===== config.mk =====
export PLATFORM = sky130hd
export DESIGN_NAME = cht_fifo
export DESIGN_NICKNAME = d
export VERILOG_FILES = /design/src/sv/cht_fifo.sv
export SDC_FILE = /design/constraint.sdc
export NUM_CORES = 1
export LEC_CHECK = 0
export BUFFER_PORTS_ARGS = -buffer_cell sky130_fd_sc_hd__buf_2
export CAP_MARGIN = 25
export CORE_UTILIZATION = 40
export CTS_CLUSTER_DIAMETER = 60
export DETAILED_ROUTE_END_ITERATION = 8
export GPL_ROUTABILITY_DRIVEN = 0
export HOLD_SLACK_MARGIN = 0.15
export PLACE_DENSITY_LB_ADDON = 0.1
export SYNTH_ARGS = -nofsm -noshare
export SYNTH_HDL_FRONTEND = slang
export SYNTH_SLANG_ARGS = --single-unit

===== constraint.sdc =====
create_clock -name aclk -period 2.01 [get_ports aclk]
set_clock_uncertainty 0.15 [all_clocks]
set_input_delay 0.402 -clock aclk [delete_from_list [all_inputs] [get_ports aclk]]
set_output_delay 0.402 -clock aclk [all_outputs]
set_load 0.1 [all_outputs]

===== src/sv/cht_fifo.sv =====
module cht_fifo #(
    parameter int W = 8
) (
    input  logic         aclk,
    input  logic         aresetn,
    input  logic         in_valid,
    output logic         in_ready,
    input  logic [W-1:0] in_data,
    output logic         out_valid,
    input  logic         out_ready,
    output logic [W-1:0] out_data
);

    logic [W-1:0] mem_reg [2];
    logic         wp_reg;
    logic         rp_reg;
    logic [1:0]   cnt_reg;
    logic         push;
    logic         pop;

    assign in_ready  = (cnt_reg != 2'd2);
    assign out_valid = (cnt_reg != 2'd0);
    assign out_data  = mem_reg[rp_reg];
    assign push      = in_valid && in_ready;
    assign pop       = out_valid && out_ready;

    always_ff @(posedge aclk) begin
        if (push) begin
            mem_reg[wp_reg] <= in_data;
        end
    end

    always_ff @(posedge aclk) begin
        if (!aresetn) begin
            wp_reg  <= 1'b0;
            rp_reg  <= 1'b0;
            cnt_reg <= '0;
        end else begin
            if (push) begin
                wp_reg <= ~wp_reg;
            end
            if (pop) begin
                rp_reg <= ~rp_reg;
            end
            if (push && !pop) begin
                cnt_reg <= cnt_reg + 2'd1;
            end else if (pop && !push) begin
                cnt_reg <= cnt_reg - 2'd1;
            end
        end
    end

endmodule


# ---- Word-level counts from Yosys, hierarchy flattened
# Memory sizes are Yosys's and may differ from the RTL's. A register that Yosys moved wholly into a read port is not among the register bits.
# Index checks and enable logic that the tools add are counted.
dict set report totals {
  ff_bits 4
  mem_bits_rw 16
  in_bits 12
  output_inout_bits 10
  word_cells 23
  mem_count 1
}
# name depth width read_ports rd_clocked_by_memory_dff write_ports line_no
set memory_table {}
lappend memory_table {mem_reg 2 8 1 1 1 14} ;# logic [W-1:0] mem_reg [2];
dict set report op_classes {
  addsub 2
  n_eq_ne 1
  mux 6
  bitwise_logic 2
  n_reduce_logical 8
}
# cell n
set op_table {}
lappend op_table {{1-bit logical AND} 4}
lappend op_table {{1-bit 2-to-1 mux} 4}
lappend op_table {{2-bit 2-to-1 mux} 2}
lappend op_table {{2-bit nonzero test} 2}
lappend op_table {{2-bit by 1-bit adder with 2-bit output, second input constant} 1}
lappend op_table {{1-bit zero test} 2}
lappend op_table {{2-bit != test, second input constant} 1}
lappend op_table {{1-bit NOT} 2}
lappend op_table {{2-bit by 1-bit subtractor with 2-bit output, second input constant} 1}

# ---- Longest topological paths before layout
# Gate-level depths: netlist (run 1).
dict set report logic_depth {
  depth_word 6
  depth_mapped 6
  ltp_nobuf 6
}

# ---- Worst setup path after synthesis (run 1)
# No wires, ideal clock.
dict set report synth_timing {
  path_kind {register to register}
  startpoint {register cnt_reg[0]}
  endpoint {register cnt_reg[1]}
  setup_time_ns 0.070
  arrival_time_ns 1.667
  required_ns 1.790
  slack_ns 0.123
  path_stages_with_launch 6
  n_path_buf 0
  period_less_slack_ns 1.887
  path_cell_list {dfxtp_1 nand2b_4 and2_1 ha_1 or3_1 a21oi_1}
}
dict set report synth_between {
  elab_chain_cells 5
  word_cells_on_any_way 13
  classes_between {add/sub: 2; eq/ne: 1; mux: 2; reduce/logical: 8}
}
# item line_no
set synth_lines {}
lappend synth_lines {{start: declaration} 17} ;# logic [1:0] cnt_reg;
lappend synth_lines {{start signal: assignment} 46} ;# cnt_reg <= cnt_reg + 2'd1;
lappend synth_lines {{start signal: assignment} 48} ;# cnt_reg <= cnt_reg - 2'd1;
lappend synth_lines {{2-bit != test *} 21} ;# assign in_ready = (cnt_reg != 2'd2);
lappend synth_lines {{named net in_ready} 7} ;# output logic in_ready,
lappend synth_lines {{1-bit logical AND *} 24} ;# assign push = in_valid && in_ready;
lappend synth_lines {{named net push} 18} ;# logic push;
lappend synth_lines {{1-bit zero test} 47} ;# end else if (pop && !push) begin
lappend synth_lines {{1-bit logical AND} 47}
lappend synth_lines {{2-bit nonzero test (no line)} n/a}
# Mark *: on every way through the listed nets, which the timed path passes. The rest lies on a longest branch. The select of a mux whose other input is x is not followed.
# A chain may end at the register's enable or synchronous reset.

==> flow_summary.json, run 1 <==
{
  "synth.yosys.seq_area_share_pct": 71.7,
  "crit_slowest_cell": "sky130_fd_sc_hd__dfxtp_4",
  "route.detailed.wl_per_inst_um": 11.4,
  "cts-root-to-sink-buffers": 2,
  "drive_gt1_share_pct": 45.1,
  "critPathKind": "flip-flop to output pin",
  "timing.fmax_mhz": 526,
  "synth.area.top_cells": "sky130_fd_sc_hd__edfxtp_1 (59%), sky130_fd_sc_hd__dfxtp_1 (12%), sky130_fd_sc_hd__mux2_2 (11%)",
  "synth_xor_area_share_pct": 3.25,
  "fin_nets": 96,
  "crit_path_max_fanout": 8,
  "buffer_ports.inserted": 21,
  "number_of_global_route_vias_before_repair": 450,
  "worstPathCellList": "mux2_2, buf_2",
  "track_usage_pct": 12.9,
  "pin_count": 22,
  "antenna_found_initial": 0,
  "detailedPlacementHpwl_um": 791,
  "clkTransAtPathRegs_ns": 0.11,
  "clk-insertion-delay-late_ns": 0.29,
  "post-cts-setup-buffer-count": 0,
  "multi_input_area_um2": 216,
  "cts_inserted_buffers": 3,
  "numPlacedInstances": 95,
  "number_of_remaining_drc_errors": 0,
  "std_cell_rows": 15,
  "first_iter_violations": 11,
  "drtAntennaViolNets": 0,
  "largest_net_degree_at_the_start_of_global_routing": 13,
  "globalRoute.busiestLayer": "met2",
  "grt_use_met3_pct": 2.31,
  "timing.setup.tns_ns": 0,
  "firstDrtPassIters": 4,
  "syn-instance-count": 50,
  "detailroute.via_count": 482,
  "report.final.slew_viol_count": 0,
  "synth_top_area_cell": "sky130_fd_sc_hd__edfxtp_1",
  "report.final.hold_viol_count": 0,
  "timing.max_slew.rel_slack_pct": 67.7,
  "post-synth-top-area-fraction_pct": 59.4,
  "n_antenna_cell": 0,
  "worst_setup_path_start_kind": "flip-flop",
  "routed_wl_um": 1220,
  "synthSimpleGateAreaFrac_pct": 7.11,
  "placement.cell_area_um2": 941,
  "grt_setup_unrepaired": "no",
  "groute.layer.met1.usage_pct": 14.0,
  "ff_latch_area_um2": 584,
  "placeableCoreArea_um2": 1800,
  "cp_data_required_time_ns": 1.46,
  "synth_area_in_compound_gates_pct": 3.71,
  "min_path_type": "input pin to flip-flop",
  "globalRouteMet2Util_pct": 22.8,
  "vias_per_cell": 4.50,
  "drv_cap": 0,
  "die_h_um": 47.0,
  "finalNonFillerCells": 107,
  "synth_cell_type_count": 17,
  "tritoncts": "yes",
  "synth.area.mux_share_pct": 11.1,
  "clock_sink_count": 21,
  "cts-htree-levels": 1,
  "status": "finished, final reports clean",
  "total_die_area_um2": 2210,
  "setup-violations-final": 0,
  "synth_area_per_cell_um2": 16.2,
  "synth_adder_area_share_pct": 1.55,
  "yosysWarningCount": 0,
  "worstMarginPinSlew_ns": 0.488,
  "syn-cell-area_um2": 810,
  "die_width_um": 47.0,
  "synth.net_count": 63,
  "synth_seq_cells": 21,
  "critPathCaptureType": "output pin",
  "final_min_period_over_clock_period_pct": 94.7,
  "min_cycle_time_layout_ns": 1.90,
  "initial_utilization_pct": 44.9,
  "stdcell_area_um2": 1060,
  "largest_register_ff_count": 16,
  "grt-ovfl-total": 0,
  "cts-root-buf": "sky130_fd_sc_hd__clkbuf_4",
  "area_delta_synth_final_pct": 31.5,
  "critical_path.max_stage_delay_ns": 0.42,
  "wire_length_of_the_first_global_routing_pass_um": 1840,
  "nFillCells": 163,
  "largest_family_of_logic_cells_by_synthesized_area": "multiplexers",
  "worst-endpoint-arrival_ns": 1.35
}
-- through the flow --
step / hold slack, ns / worst slack (ns) / util (%)
after detailed placement: 0.348 / 0.255 / 52.2
final: 0.233 / 0.107 / 59.1
after CTS: 0.229 / 0.0250 / 58.3
after floorplan: 0.322 / 0.123 / -
after global placement: 0.336 / 0.259 / 52.2
after global routing: 0.251 / 0.0515 / 59.1
-- kinds of logic after synthesis --
family,count (synthesis)
buffers and inverters,3
muxes,8
DFF,21
adders and majority gates,1
xor gates and xnor gates,3
and+or+nand+nor,9
AOI/OAI and AO/OA,5
-- cells in the mapped netlist --
| cell type | n |
|---|---|
| sky130_fd_sc_hd__a21bo_2 | 1 |
| sky130_fd_sc_hd__a21oi_1 | 2 |
| sky130_fd_sc_hd__and2_1 | 1 |
| sky130_fd_sc_hd__and3_1 | 1 |
| sky130_fd_sc_hd__buf_2 | 1 |
| sky130_fd_sc_hd__dfxtp_1 | 5 |
| sky130_fd_sc_hd__edfxtp_1 | 16 |
| sky130_fd_sc_hd__ha_1 | 1 |
| sky130_fd_sc_hd__inv_1 | 2 |
| sky130_fd_sc_hd__mux2_2 | 8 |
| sky130_fd_sc_hd__nand2b_4 | 1 |
| sky130_fd_sc_hd__nand3b_1 | 1 |
| sky130_fd_sc_hd__nor2_1 | 3 |
| sky130_fd_sc_hd__o21ai_0 | 2 |
| sky130_fd_sc_hd__or2_2 | 1 |
| sky130_fd_sc_hd__or3_1 | 1 |
| sky130_fd_sc_hd__xor2_1 | 3 |
-- repair_timing --
item	4_1_cts	5_1_grt
endpoints found under the hold margin	16	0
hold buffers	8	0
endpoints found under the setup margin	8	5
resized for setup	1	6
-- layer usage --
metal  share of wire [%]  up-vias
li1                    -      244
met1                  42      223
met2                  53       15
met3                 4.8        0
met4                   0        0
met5                   0        -
-- final cells by class --
| cell class | count | share of cell area [%] |
|---|---|---|
| multi-input combinational | 26 | 20.3 |
| clock buffer | 3 | 2.12 |
| tap | 25 | 2.94 |
| clock inverter | 1 | 0.470 |
| inverter | 2 | 0.705 |
| sequential | 21 | 54.9 |
| timing repair buffer | 29 | 18.6 |
-- worst max-delay path, delay by kind of cell, from the launching register on --
family | cells | cell delay [ns]
flip-flops | 1 | 0.42
buffers and inverters | 1 | 0.29
multiplexers | 1 | 0.34
-- path summary, 6_finish.rpt --
| check | startpoint | end | slack (ns) | cells after the start |
|---|---|---|---|---|
| setup / recovery | flip-flop | out_data[1] | 0.11 | 2 |
| hold / removal | aresetn | rp_reg | 0.23 | 3 |
| setup reg to reg | cnt_reg[0] | cnt_reg[1] | 0.29 | 5 |
| hold reg to reg | rp_reg | rp_reg | 0.37 | 2 |
-- placed cells by master (no fill, tap or decap), types with 2 or more instances in the layout --
master	count
sky130_fd_sc_hd__a21oi_1	2
sky130_fd_sc_hd__buf_2	16
sky130_fd_sc_hd__clkbuf_4	8
sky130_fd_sc_hd__dfxtp_1	4
sky130_fd_sc_hd__dlygate4sd3_1	8
sky130_fd_sc_hd__edfxtp_1	16
sky130_fd_sc_hd__inv_1	2
sky130_fd_sc_hd__mux2_2	8
sky130_fd_sc_hd__nor2_1	3
sky130_fd_sc_hd__o21ai_0	2
sky130_fd_sc_hd__xor2_1	3
Power of run 1 is not shown: default switching activity piles up to over one toggle a cycle in this logic, so the estimate is an artifact.
==> inputs of run 2 (changes only) <==
Settings changed: CORE_UTILIZATION 40 to 49, RECOVER_POWER from default to 50.
==> run 2 against run 1 <==
Compared with the run above: final cell count decreased by 8.4%; critical path depth unchanged; register-to-register slack got worse by 0.10 ns; first-iteration DRC count increased by 18%; non-clock buffer count unchanged; hold slack improved by 0.013 ns; highest routed layer unchanged.
==> flow_summary.json, run 2 (same netlist as run 1, synthesis figures left out) <==
{
  "pin_count": 22,
  "min_path_type": "input pin to flip-flop",
  "timing.setup.tns_ns": 0,
  "path_buf_inv": 1,
  "final_min_period_over_clock_period_pct": 96.2,
  "regToRegSetupSlack_ns": 0.19,
  "number_of_remaining_drc_errors": 0,
  "firstDrtPassIters": 4,
  "report.final.slew_viol_count": 0,
  "total_die_area_um2": 1820,
  "antenna_found_initial": 0,
  "crit_path_max_fanout": 8,
  "worstMarginPinSlew_ns": 0.487,
  "largest_net_degree_at_the_start_of_global_routing": 12,
  "setup-violations-final": 0,
  "worst-endpoint-arrival_ns": 1.38,
  "routed_wl_um": 1210,
  "worstPathCellList": "mux2_2, buf_2",
  "number_of_global_route_vias_before_repair": 490,
  "critical_path.max_stage_delay_ns": 0.45,
  "buffer_ports.inserted": 21,
  "cts-root-to-sink-buffers": 2,
  "layout.cells.most_common_list": "sky130_fd_sc_hd__edfxtp_1 (16), sky130_fd_sc_hd__buf_2 (15), sky130_fd_sc_hd__mux2_2 (8), sky130_fd_sc_hd__dlygate4sd3_1 (8), sky130_fd_sc_hd__clkbuf_1 (6)",
  "crit_slowest_cell": "sky130_fd_sc_hd__dfxtp_2",
  "cts-htree-levels": 1,
  "multi_input_area_um2": 209,
  "ff_latch_area_um2": 582,
  "die_h_um": 42.6,
  "drtAntennaViolNets": 0,
  "detailroute.via_count": 495,
  "cp_data_required_time_ns": 1.46,
  "first_iter_violations": 13,
  "n_antenna_cell": 0,
  "drv_cap": 0,
  "area_delta_synth_final_pct": 26.7,
  "nFillCells": 118,
  "min_cycle_time_layout_ns": 1.93,
  "grt-ovfl-total": 0,
  "cts_inserted_buffers": 3,
  "drive_gt1_share_pct": 36.6,
  "post-cts-setup-buffer-count": 0,
  "clk-insertion-delay-late_ns": 0.29,
  "critPathKind": "flip-flop to output pin",
  "initial_utilization_pct": 53.1,
  "fin_nets": 96,
  "cts-root-buf": "sky130_fd_sc_hd__clkbuf_4",
  "route.detailed.wl_per_inst_um": 12.3,
  "track_usage_pct": 15.2,
  "clkTransAtPathRegs_ns": 0.11,
  "vias_per_cell": 5.05,
  "tritoncts": "yes",
  "critical_path.top_delay_family": "flip-flops",
  "grt_setup_unrepaired": "no",
  "report.final.hold_viol_count": 0,
  "placeableCoreArea_um2": 1520,
  "clock_sink_count": 21,
  "timing.max_slew.rel_slack_pct": 67.8,
  "std_cell_rows": 14,
  "critPathCaptureType": "output pin",
  "die_width_um": 42.6,
  "status": "finished, final reports clean",
  "mostFrequentLayoutCell": "sky130_fd_sc_hd__edfxtp_1",
  "wire_length_of_the_first_global_routing_pass_um": 2030,
  "worst_setup_path_start_kind": "flip-flop",
  "timing.fmax_mhz": 517,
  "largest_register_ff_count": 16
}
## run 2: changes by cell type in the layout (fill, tap and decap cells not counted), sizes merged
cell	previous run	this run
clkinv	1	0
buf	16	15
clkbuf	8	10
## run 2: area by class of cell
cell class | instances | area share (%)
Clock buffer | 4 | 2.56
Inverter | 2 | 0.732
Multi-Input combinational cell | 26 | 20.4
Sequential cell | 21 | 56.7
Tap cell | 16 | 1.95
Timing Repair Buffer | 29 | 17.7
## run 2: routing by layer
metal  global-route usage, %  part of all wire (%)  vias up
li1                        -                     -      248
met5                       0                     0        -
met2                    25.2                    50       15
met4                    3.75                     0        0
met3                    5.17                   4.0        0
met1                    19.0                    46      232
## run 2: per-stage QoR
step                      hold slack [ns]  cell area [um2]  setup slack (ns)  std cells  utilization, %
after detailed placement            0.347              930             0.247         86            61.0
after CTS                           0.150             1030            0.0534         97            67.4
after global placement              0.336              930             0.272         86            61.0
after floorplan                     0.322              810             0.123         50               -
final                               0.246             1030            0.0760         98            67.3
after global routing                0.256             1030           0.00897         98            67.3
## run 2: final timing paths
| check | start | endpoint | cells past startpoint |
|---|---|---|---|
| setup reg to reg | cnt_reg[0] | cnt_reg[1] | 5 |
| setup / recovery | flip-flop | out_data[6] | 2 |
| hold reg to reg | rp_reg | rp_reg | 2 |
| hold / removal | aresetn | rp_reg | 3 |
## run 2: worst reg2reg max path, cell delays in order (launching register included)
cell,delay (ns)
sky130_fd_sc_hd__dfxtp_1,0.36
sky130_fd_sc_hd__nand2b_1,0.21
sky130_fd_sc_hd__and2_0,0.18
sky130_fd_sc_hd__ha_1,0.33
sky130_fd_sc_hd__or3_1,0.38
sky130_fd_sc_hd__a21oi_1,0.15
## run 2: repair_timing
item	CTS	global route
resized for setup	1	1
endpoints found under the hold margin	14	2
setup endpoints to repair	8	1
hold buffers	7	1
Power of run 2 is left out for the same reason.
