**config.mk**
```make
export PLATFORM = sky130hd
export DESIGN_NAME = cht_front
export DESIGN_NICKNAME = d
export VERILOG_FILES = /design/src/sv/cht_pkg.sv /design/src/sv/cht_front.sv
export SDC_FILE = /design/constraint.sdc
export NUM_CORES = 2
export LEC_CHECK = 0
export BUFFER_PORTS_ARGS = -buffer_cell sky130_fd_sc_hd__buf_2
export CORE_UTILIZATION = 30
export CTS_CLUSTER_DIAMETER = 120
export DETAILED_ROUTE_END_ITERATION = 10
export GPL_ROUTABILITY_DRIVEN = 0
export SETUP_SLACK_MARGIN = 0.5
export SYNTH_ARGS = -nofsm -noshare
export SYNTH_HDL_FRONTEND = slang
export SYNTH_SLANG_ARGS = --single-unit
```
**constraint.sdc**
```tcl
create_clock -name aclk -period 27.9 [get_ports aclk]
set_input_delay 2.79 -clock aclk [delete_from_list [all_inputs] [get_ports aclk]]
set_output_delay 2.79 -clock aclk [all_outputs]
set_load 0.005 [all_outputs]
```
**src/sv/cht_pkg.sv**
```systemverilog
package cht_pkg;

    localparam int CFG_W = 11;
    localparam int KEY_W = 64;
    localparam int VAL_W = 32;
    localparam int CNT_W = 9;

    localparam logic [1:0] CMD_INSERT = 2'd0;
    localparam logic [1:0] CMD_REMOVE = 2'd1;
    localparam logic [1:0] CMD_LOOKUP = 2'd2;

    localparam logic [CFG_W-1:0] BUCKETS_RST = 11'd16;

    localparam logic [63:0] MIX_C1 = 64'h9e3779b97f4a7c15;
    localparam logic [63:0] MIX_C2 = 64'hbf58476d1ce4e5b9;
    localparam logic [63:0] MIX_C3 = 64'h94d049bb133111eb;

    typedef struct packed {
        logic [1:0]       cmd;
        logic [KEY_W-1:0] key;
        logic [VAL_W-1:0] value;
    } req_t;

    typedef struct packed {
        logic             found;
        logic [VAL_W-1:0] data_out;
        logic [CNT_W-1:0] item_count;
        logic             full_res;
    } res_t;

endpackage

```
**src/sv/cht_front.sv**
```systemverilog
module cht_front #(
    parameter int MAX_BUCKETS = 1024,
    parameter int BW          = 10
) (
    input  logic                        aclk,
    input  logic                        aresetn,
    input  logic                        cfg_valid,
    output logic                        cfg_ready,
    input  logic [cht_pkg::CFG_W-1:0]   cfg_data,
    input  logic                        enable,
    input  logic                        in_valid,
    output logic                        in_ready,
    input  cht_pkg::req_t               in_req,
    output logic                        out_valid,
    input  logic                        out_ready,
    output cht_pkg::req_t               out_req,
    output logic [BW-1:0]               out_bucket
);

    typedef enum logic [1:0] {F_IDLE, F_MUL, F_MOD, F_PUSH} fstate_t;

    fstate_t                    state_reg;
    logic [cht_pkg::CFG_W-1:0]  bc_reg;
    logic [cht_pkg::CFG_W-1:0]  n_eff;
    cht_pkg::req_t              req_reg;
    logic [63:0]                x_reg;
    logic [63:0]                acc_reg;
    logic [63:0]                acc_next;
    logic [63:0]                div_reg;
    logic [63:0]                z0;
    logic [1:0]                 phase_reg;
    logic                       round_reg;
    logic [3:0]                 cnt_reg;
    logic [cht_pkg::CFG_W-1:0]  rem_reg;
    logic [cht_pkg::CFG_W-1:0]  rem_next;
    logic [cht_pkg::CFG_W-1:0]  r;
    logic [cht_pkg::CFG_W:0]    t;
    logic [31:0]                mul_a;
    logic [31:0]                mul_b;
    logic [63:0]                kc;
    logic [63:0]                prod;

    assign cfg_ready  = 1'b1;
    assign in_ready   = enable && (state_reg == F_IDLE);
    assign out_valid  = (state_reg == F_PUSH);
    assign out_req    = req_reg;
    assign out_bucket = BW'(rem_reg);

    always_comb begin
        if (bc_reg == '0) begin
            n_eff = cht_pkg::CFG_W'(1);
        end else if (32'(bc_reg) > 32'(MAX_BUCKETS)) begin
            n_eff = cht_pkg::CFG_W'(MAX_BUCKETS);
        end else begin
            n_eff = bc_reg;
        end
    end

    assign z0 = in_req.key + cht_pkg::MIX_C1;

    // 64x64 low product from three 32x32 partial products, one per cycle
    always_comb begin
        kc    = round_reg ? cht_pkg::MIX_C3 : cht_pkg::MIX_C2;
        mul_a = (phase_reg == 2'd2) ? x_reg[63:32] : x_reg[31:0];
        mul_b = (phase_reg == 2'd1) ? kc[63:32] : kc[31:0];
        prod  = 64'(mul_a) * 64'(mul_b);
        if (phase_reg == 2'd0) begin
            acc_next = prod;
        end else begin
            acc_next = acc_reg + {prod[31:0], 32'd0};
        end
    end

    // four restoring remainder steps per cycle
    always_comb begin
        r = rem_reg;
        t = '0;
        for (int i = 0; i < 4; i++) begin
            t = {r, div_reg[63-i]};
            if (t >= {1'b0, n_eff}) begin
                t = t - {1'b0, n_eff};
            end
            r = t[cht_pkg::CFG_W-1:0];
        end
        rem_next = r;
    end

    always_ff @(posedge aclk) begin
        if (!aresetn) begin
            state_reg <= F_IDLE;
            bc_reg    <= cht_pkg::BUCKETS_RST;
            phase_reg <= '0;
            round_reg <= 1'b0;
            cnt_reg   <= '0;
        end else begin
            if (cfg_valid) begin
                bc_reg <= cfg_data;
            end
            unique case (state_reg)
                F_IDLE: begin
                    if (in_valid && in_ready) begin
                        req_reg   <= in_req;
                        x_reg     <= z0 ^ (z0 >> 30);
                        phase_reg <= '0;
                        round_reg <= 1'b0;
                        state_reg <= F_MUL;
                    end
                end
                F_MUL: begin
                    acc_reg <= acc_next;
                    if (phase_reg == 2'd2) begin
                        phase_reg <= '0;
                        if (!round_reg) begin
                            x_reg     <= acc_next ^ (acc_next >> 27);
                            round_reg <= 1'b1;
                        end else begin
                            div_reg   <= acc_next ^ (acc_next >> 31);
                            rem_reg   <= '0;
                            cnt_reg   <= '0;
                            state_reg <= F_MOD;
                        end
                    end else begin
                        phase_reg <= phase_reg + 2'd1;
                    end
                end
                F_MOD: begin
                    rem_reg <= rem_next;
                    div_reg <= {div_reg[59:0], 4'd0};
                    cnt_reg <= cnt_reg + 4'd1;
                    if (cnt_reg == 4'd15) begin
                        state_reg <= F_PUSH;
                    end
                end
                F_PUSH: begin
                    if (out_ready) begin
                        state_reg <= F_IDLE;
                    end
                end
                default: state_reg <= F_IDLE;
            endcase
        end
    end

endmodule

```
# Word level (Yosys, flattened, before mapping)
# Cells that the tools add are included.
[word_totals] reg_bits=321 latch_bits=0 ramBits=0 romBits=0 input_bits=115 output_inout_bits=111 memories=0
[classes] n_addsub=8 multipliers=1 div=0 n_lt_le_gt_ge=5 eq_ne=12 shift=0 muxes=35 bitwise=3 n_reduce_logical=15
[ops] op="$mux 64" count=6
[ops] op="$pmux 64 s2" count=2
[ops] op="$mux 11" count=8
[ops] op="$add 64x64->64" count=1
[ops] op="$add 64x64->64 const B" count=1
[ops] op="$mul 32x32->64" count=1
[ops] op="$mux 32" count=2
[ops] op="$xor 64x33->64" count=1
[ops] op="$xor 64x34->64" count=1
[ops] op="$xor 64x37->64" count=1
[ops] op="$mux 62" count=1
[ops] op="$ge 12x11->1" count=4
[ops] op="$sub 11x11->11" count=4
[ops] op="$pmux 11 s2" count=1
[ops] op="$mux 2" count=7
[ops] op="$gt 11x11->1 const B" count=1
[ops] op="$logic_not 11->1" count=1
[ops] op="$reduce_and 5->1" count=2
[ops] op="$reduce_and 3->1" count=3
[ops] op="$mux 4" count=2
[ops] op="$ne 2x2->1 const B" count=4
[ops] op="$pmux 2 s4" count=1
[ops] op="$pmux 4 s2" count=1
[ops] op="$eq 2x2->1 const B" count=3
[ops] op="other kinds (13)" count=20

# Depth between registers and ports, before layout
[depth] word_depth=12 depth_mapped=46 ltp_nobuf=42

# Least setup slack after synthesis
# Ideal clock, no wire load.
[synth_path] kind="flip-flop to flip-flop" startpoint="register phase_reg[0]" endpoint="register div_reg[29], data pin" setup_ns=0.261 t_arrival_ns=10.162 slack_ns=17.477 path_stages_with_launch=40 n_path_buf=4 period_less_slack_ns=10.423 cell_sequence="dfxtp_1 > nor2b_1 > clkbuf_1 > clkbuf_1 > inv_1 > ha_1 > clkbuf_1 > clkbuf_1 > nor2_1 > fa_1 > fa_1 > fa_1 > inv_1 > fa_1 > inv_1 > fa_1 > inv_1 > fa_1 > [4 not listed] > inv_1 > ha_1 > and2_1 > and2_1 > o211ai_1 > nand2_1 > xor2_1 > ha_1 > and3_1 > and2_1 > nand2_1 > a2111oi_0 > o221a_2 > o21ai_1 > xnor2_1 > a221o_1 > or2_1 > a221o_1"
[synth_via] elab_chain_cells=9
[synth_lines] item="start: declaration" line="cht_front.sv:31" text="logic [1:0] phase_reg;"
[synth_lines] item="start signal: assignment" line="cht_front.sv:123" text="phase_reg <= phase_reg + 2'd1;"
[synth_lines] item="$eq 2x2->1 or $eq 2x1->1 (tied branches)" line="cht_front.sv:64, cht_front.sv:65"
[synth_lines] item="$mux 32, on equally long branches" line="cht_front.sv:64, cht_front.sv:65"
[synth_lines] item="$mul 32x32->64" line="cht_front.sv:66" text="prod = 64'(mul_a) * 64'(mul_b);"
[synth_lines] item="$add 64x64->64" line="cht_front.sv:70" text="acc_next = acc_reg + {prod[31:0], 32'd0};"
[synth_lines] item="$mux 64 (*)" line="cht_front.sv:67" text="if (phase_reg == 2'd0) begin"
[synth_lines] item="named net acc_next[60]" line="cht_front.sv:28" text="logic [63:0] acc_next;"
[synth_lines] item="$xor 64x33->64 (*)" line="cht_front.sv:117" text="div_reg <= acc_next ^ (acc_next >> 31);"
[synth_lines] item="$mux 64 (*)" line="cht_front.sv:113" text="if (!round_reg) begin"
[synth_lines] item="$mux 64 (*)" line="cht_front.sv:111" text="if (phase_reg == 2'd2) begin"
[synth_lines] item="$pmux 64 s2 (*)" line="cht_front.sv:99" text="unique case (state_reg)"
[synth_lines] item="end signal: assignment" line="cht_front.sv:117"
[synth_lines] item="end signal: assignment" line="cht_front.sv:128" text="div_reg <= {div_reg[59:0], 4'd0};"
[synth_lines] item="end: declaration" line="cht_front.sv:29" text="logic [63:0] div_reg;"
# Mark *: on every way through the listed nets, which the timed path passes. The rest lies on a longest branch. The select of a mux whose other input is x is not followed.
# A chain may end at the register's enable or synchronous reset.

# Final worst setup path
[layout_path] startpoint="register round_reg" endpoint="register div_reg[29], data pin"
[layout_via] elab_chain_cells=9
[layout_lines] item="start: declaration" line="cht_front.sv:32" text="logic round_reg;"
[layout_lines] item="start signal: assignment" line="cht_front.sv:93" text="round_reg <= 1'b0;"
[layout_lines] item="start signal: assignment" line="cht_front.sv:105" text="round_reg <= 1'b0;"
[layout_lines] item="start signal: assignment" line="cht_front.sv:115" text="round_reg <= 1'b1;"
[layout_lines] item="$mux 62 (*)" line="cht_front.sv:63" text="kc = round_reg ? cht_pkg::MIX_C3 : cht_pkg::MIX_C2;"
[layout_lines] item="$mux 32 (*)" line="cht_front.sv:65" text="mul_b = (phase_reg == 2'd1) ? kc[63:32] : kc[31:0];"
[layout_lines] item="$mul 32x32->64 (*)" line="cht_front.sv:66"
[layout_lines] item="$add 64x64->64" line="cht_front.sv:70"
[layout_lines] item="$mux 64 (*)" line="cht_front.sv:67"
[layout_lines] item="named net acc_next[60]" line="cht_front.sv:28"
[layout_lines] item="$xor 64x33->64 (*)" line="cht_front.sv:117"
[layout_lines] item="$mux 64 (*)" line="cht_front.sv:113"
[layout_lines] item="$mux 64 (*)" line="cht_front.sv:111"
[layout_lines] item="$pmux 64 s2 (*)" line="cht_front.sv:99"
# Marked as above.

==> impl_results.md <==
- Status: completed
- Die Y: 406 um
- Post-cts sizing count: 0
- Most used DFF post-synth: edfxtp_1
- Final Hold Vio Count: 0
- Root buffer selected by CTS: clkbuf_16
- Gr usage total: between 20% and 30%
- Worst Tran Pin Value: 1110 ps
- Post-synthesis mux area share: ~3.3%
- Simple-Gate Fraction of Synth Area: 11.3%
- Sequential share of the synthesized area: 19.3%
- Synth top area share: between 30 and 40%
- Worst-skew pair later-pin latency: 630 ps
- Max Cap Viol: 0
- Post-CTS setup buffers: 0
- DIE AREA: 0.165 sq mm
- Share of cells above drive strength 1: between 10% and 20%
- Slowest CP cell: ha_2
- Global route overflow: 0
- Crit path DAT: 12080 ps
- Flip-flop count of the largest register after layout: roughly 100
- Initial drt markers: 3315
- Hold_buf cts: 0
- IO Count: 226
- Xor/xnor share of the synthesized area: 3.99%
- Cells on Worst Hold Path: 2
- Tmin final: 11710 ps
- Period utilisation layout: a little over two fifths
- Post-Synth Adder-Cell Area: 44.8%
- Fin cells: 7171
- Setup crit end kind: register
- Total Wirelength: 167 mm
- Vias: 36500
- Reg-to-reg startpoint: round_reg$_SDFFE_PN0P_
- CP Max Fanout: 42
- Synth async-reset ratio: 0%
- Net Count, Synth: 6199
- Setup TNS: 0 ps
- Worst-case reg-to-reg path depth: 36
- Synth Warn #: 0
- Flops & latches, synth: 321
- Row count: about 150
- Post-synthesis instance area: 0.0489 sq mm
- Initial antenna violation count: 2
- Endpoints failing setup: 0
- # DRC: 0
- Port-buffer cells: 224
- CTS clk-pin slew, worst paths: 70 ps
- H-tree depth: 1
- Required @ worst endpoint: 28270 ps
- Distinct cells, synth: 94
- Largest family of logic cells by synthesized area: adder cells
- Max Clock Freq: around 0.085 GHz
- Largest net degree at the start of global routing: 74
- Core ar.: 0.161 sq mm
- Via/cell ratio: a little over 5
- Most common cell in the synthesized netlist: inv_1
- Syn Area/Cell: 10.1 sq um
- Crit path from: round_reg$_SDFFE_PN0P_
- Most instantiated cells after synthesis: inv_1, fa_1, ha_1
- Crit path kind: reg -> reg
- Num CTS Buffers: 31
- Synth area leaders: fa_1, edfxtp_1, ha_1
- Max-Slew Margin vs Limit: 25.2%
- Post-synth EDFFs: roughly 300
- Reg2reg end: div_reg[29]$_DFFE_PP_
- Startpoint types: register
- Cells after DPL: between 7000 and 8000
- HP Class: reg -> reg
- Compound-Gate Fraction of Synth Area: 8.50%
- Area grow syn2layout: 9.82%
- Clk sinks: 321
- Area leader, netlist: fa_1
- Post-DP Area: 0.0525 sq mm
- RSZ-0062 raised after global routing: false
- Most frequent CP cell: fa_1
- Clock tree buffer depth: 3
- Final number of max-transition violations: 0
- Drt wl/cell: 23.3 um
- Die X: a little over 400 um
- Final net count: 6348
- Detailed Place HPWL: between 100 and 150 mm
- Cells after synthesis: 4836
- First-pass GRT wire length: 248 mm
- Initial Util: a little under a third
- Vias in the first global route: 37900
- DRT Pass-1 Iters: 5
- Final hold slack: approximately 520 ps
- Final Instance Area: 0.0537 sq mm
- Post-route ant nets: 0
- CP peak stage delay: 830 ps
- Clock Skew: 30.9 ps
- Worst Hold Launch: bc_reg[4]$_SDFFE_PN1P_
- CTS tree: built
- End of the worst hold path: bc_reg[4]$_SDFFE_PN1P_
- Fillers: about 17000
- Flop2flop setup slack: 16190 ps
==> final cells by class <==
cell class | instances | area (sq um) | area share [%]
Timing Repair Buffer | 270 | 1470 | 2.73
Clock inverter | 19 | 324 | 0.603
Inverter | 978 | 3670 | 6.84
Clock buffer | 39 | 856 | 1.59
Tap cell | 2160 | 2700 | 5.03
Multi-Input combinational cell | 3383 | 35200 | 65.6
Sequential cell | 321 | 9440 | 17.6
Antenna cell | 1 | 2.50 | 0.00466
==> per-layer routing <==
metal / GRT usage, % / share of wire [%] / wire (um)
met1: 27.0 / 40 / 67200
met2: 32.6 / 46 / 76600
met3: 4.34 / 9.8 / 16400
met4: 7.16 / 3.9 / 6590
met5: 0 / 0.0072 / 12
==> logic make-up after synthesis <==
logic type,count (synthesis)
adder cells (fa/ha/maj),1248
AND/OR/NAND/NOR,1140
AO/OA/AOI/OAI,626
flip-flops,321
XOR/XNOR,218
buffers and inverters,1132
other,1
multiplexers,150
==> placed cells by master (no fill, tap or decap), drive strengths merged, types with 21 or more instances in the layout <==
cell type,count
mux2,78
edfxtp,301
and3,27
a31oi,31
nand3,56
nand2,279
nor3,48
and2,89
xor2,63
nor2,349
ha,410
or2,58
nand2b,42
nand4,32
fa,838
nor2b,86
a211oi,21
o21a,27
mux2i,72
a21oi,169
a21o,54
buf,270
xnor2,152
o211ai,24
o21ai,131
inv,978
clkbuf,39
==> how the worst max path moves through the flow <==
stage / end / slack (ps) / depth (start not counted)
floorplan: div_reg[29]$_DFFE_PP_ / 17480 / 39
CTS: x_reg[59]$_DFFE_PP_ / 16060 / 32
global placement: div_reg[59]$_DFFE_PP_ / 16340 / 32
finish: div_reg[29]$_DFFE_PP_ / 16190 / 36
global route: div_reg[29]$_DFFE_PP_ / 15760 / 38
detailed placement: x_reg[59]$_DFFE_PP_ / 16150 / 32
==> metrics by stage <==
stage | worst slack (ps) | util [%]
after global routing | 15760 | 33.3
after floorplan | 17480 | -
after detailed placement | 16150 | 32.6
after CTS | 16060 | 33.3
final | 16190 | 33.3
after global placement | 16340 | 32.6
==> worst max-delay path: cells and delay by family (launching register included) <==
kind,cells,cell delay [ps]
xor gates and xnor gates,2,300
adders and majority gates,11,5730
DFF,1,350
buffers and inverters,9,1640
and+or+nand+nor,6,1120
AOI/OAI and AO/OA,8,2260
Power is not shown: default switching activity piles up to over one toggle a cycle in this logic, so the estimate is an artifact.
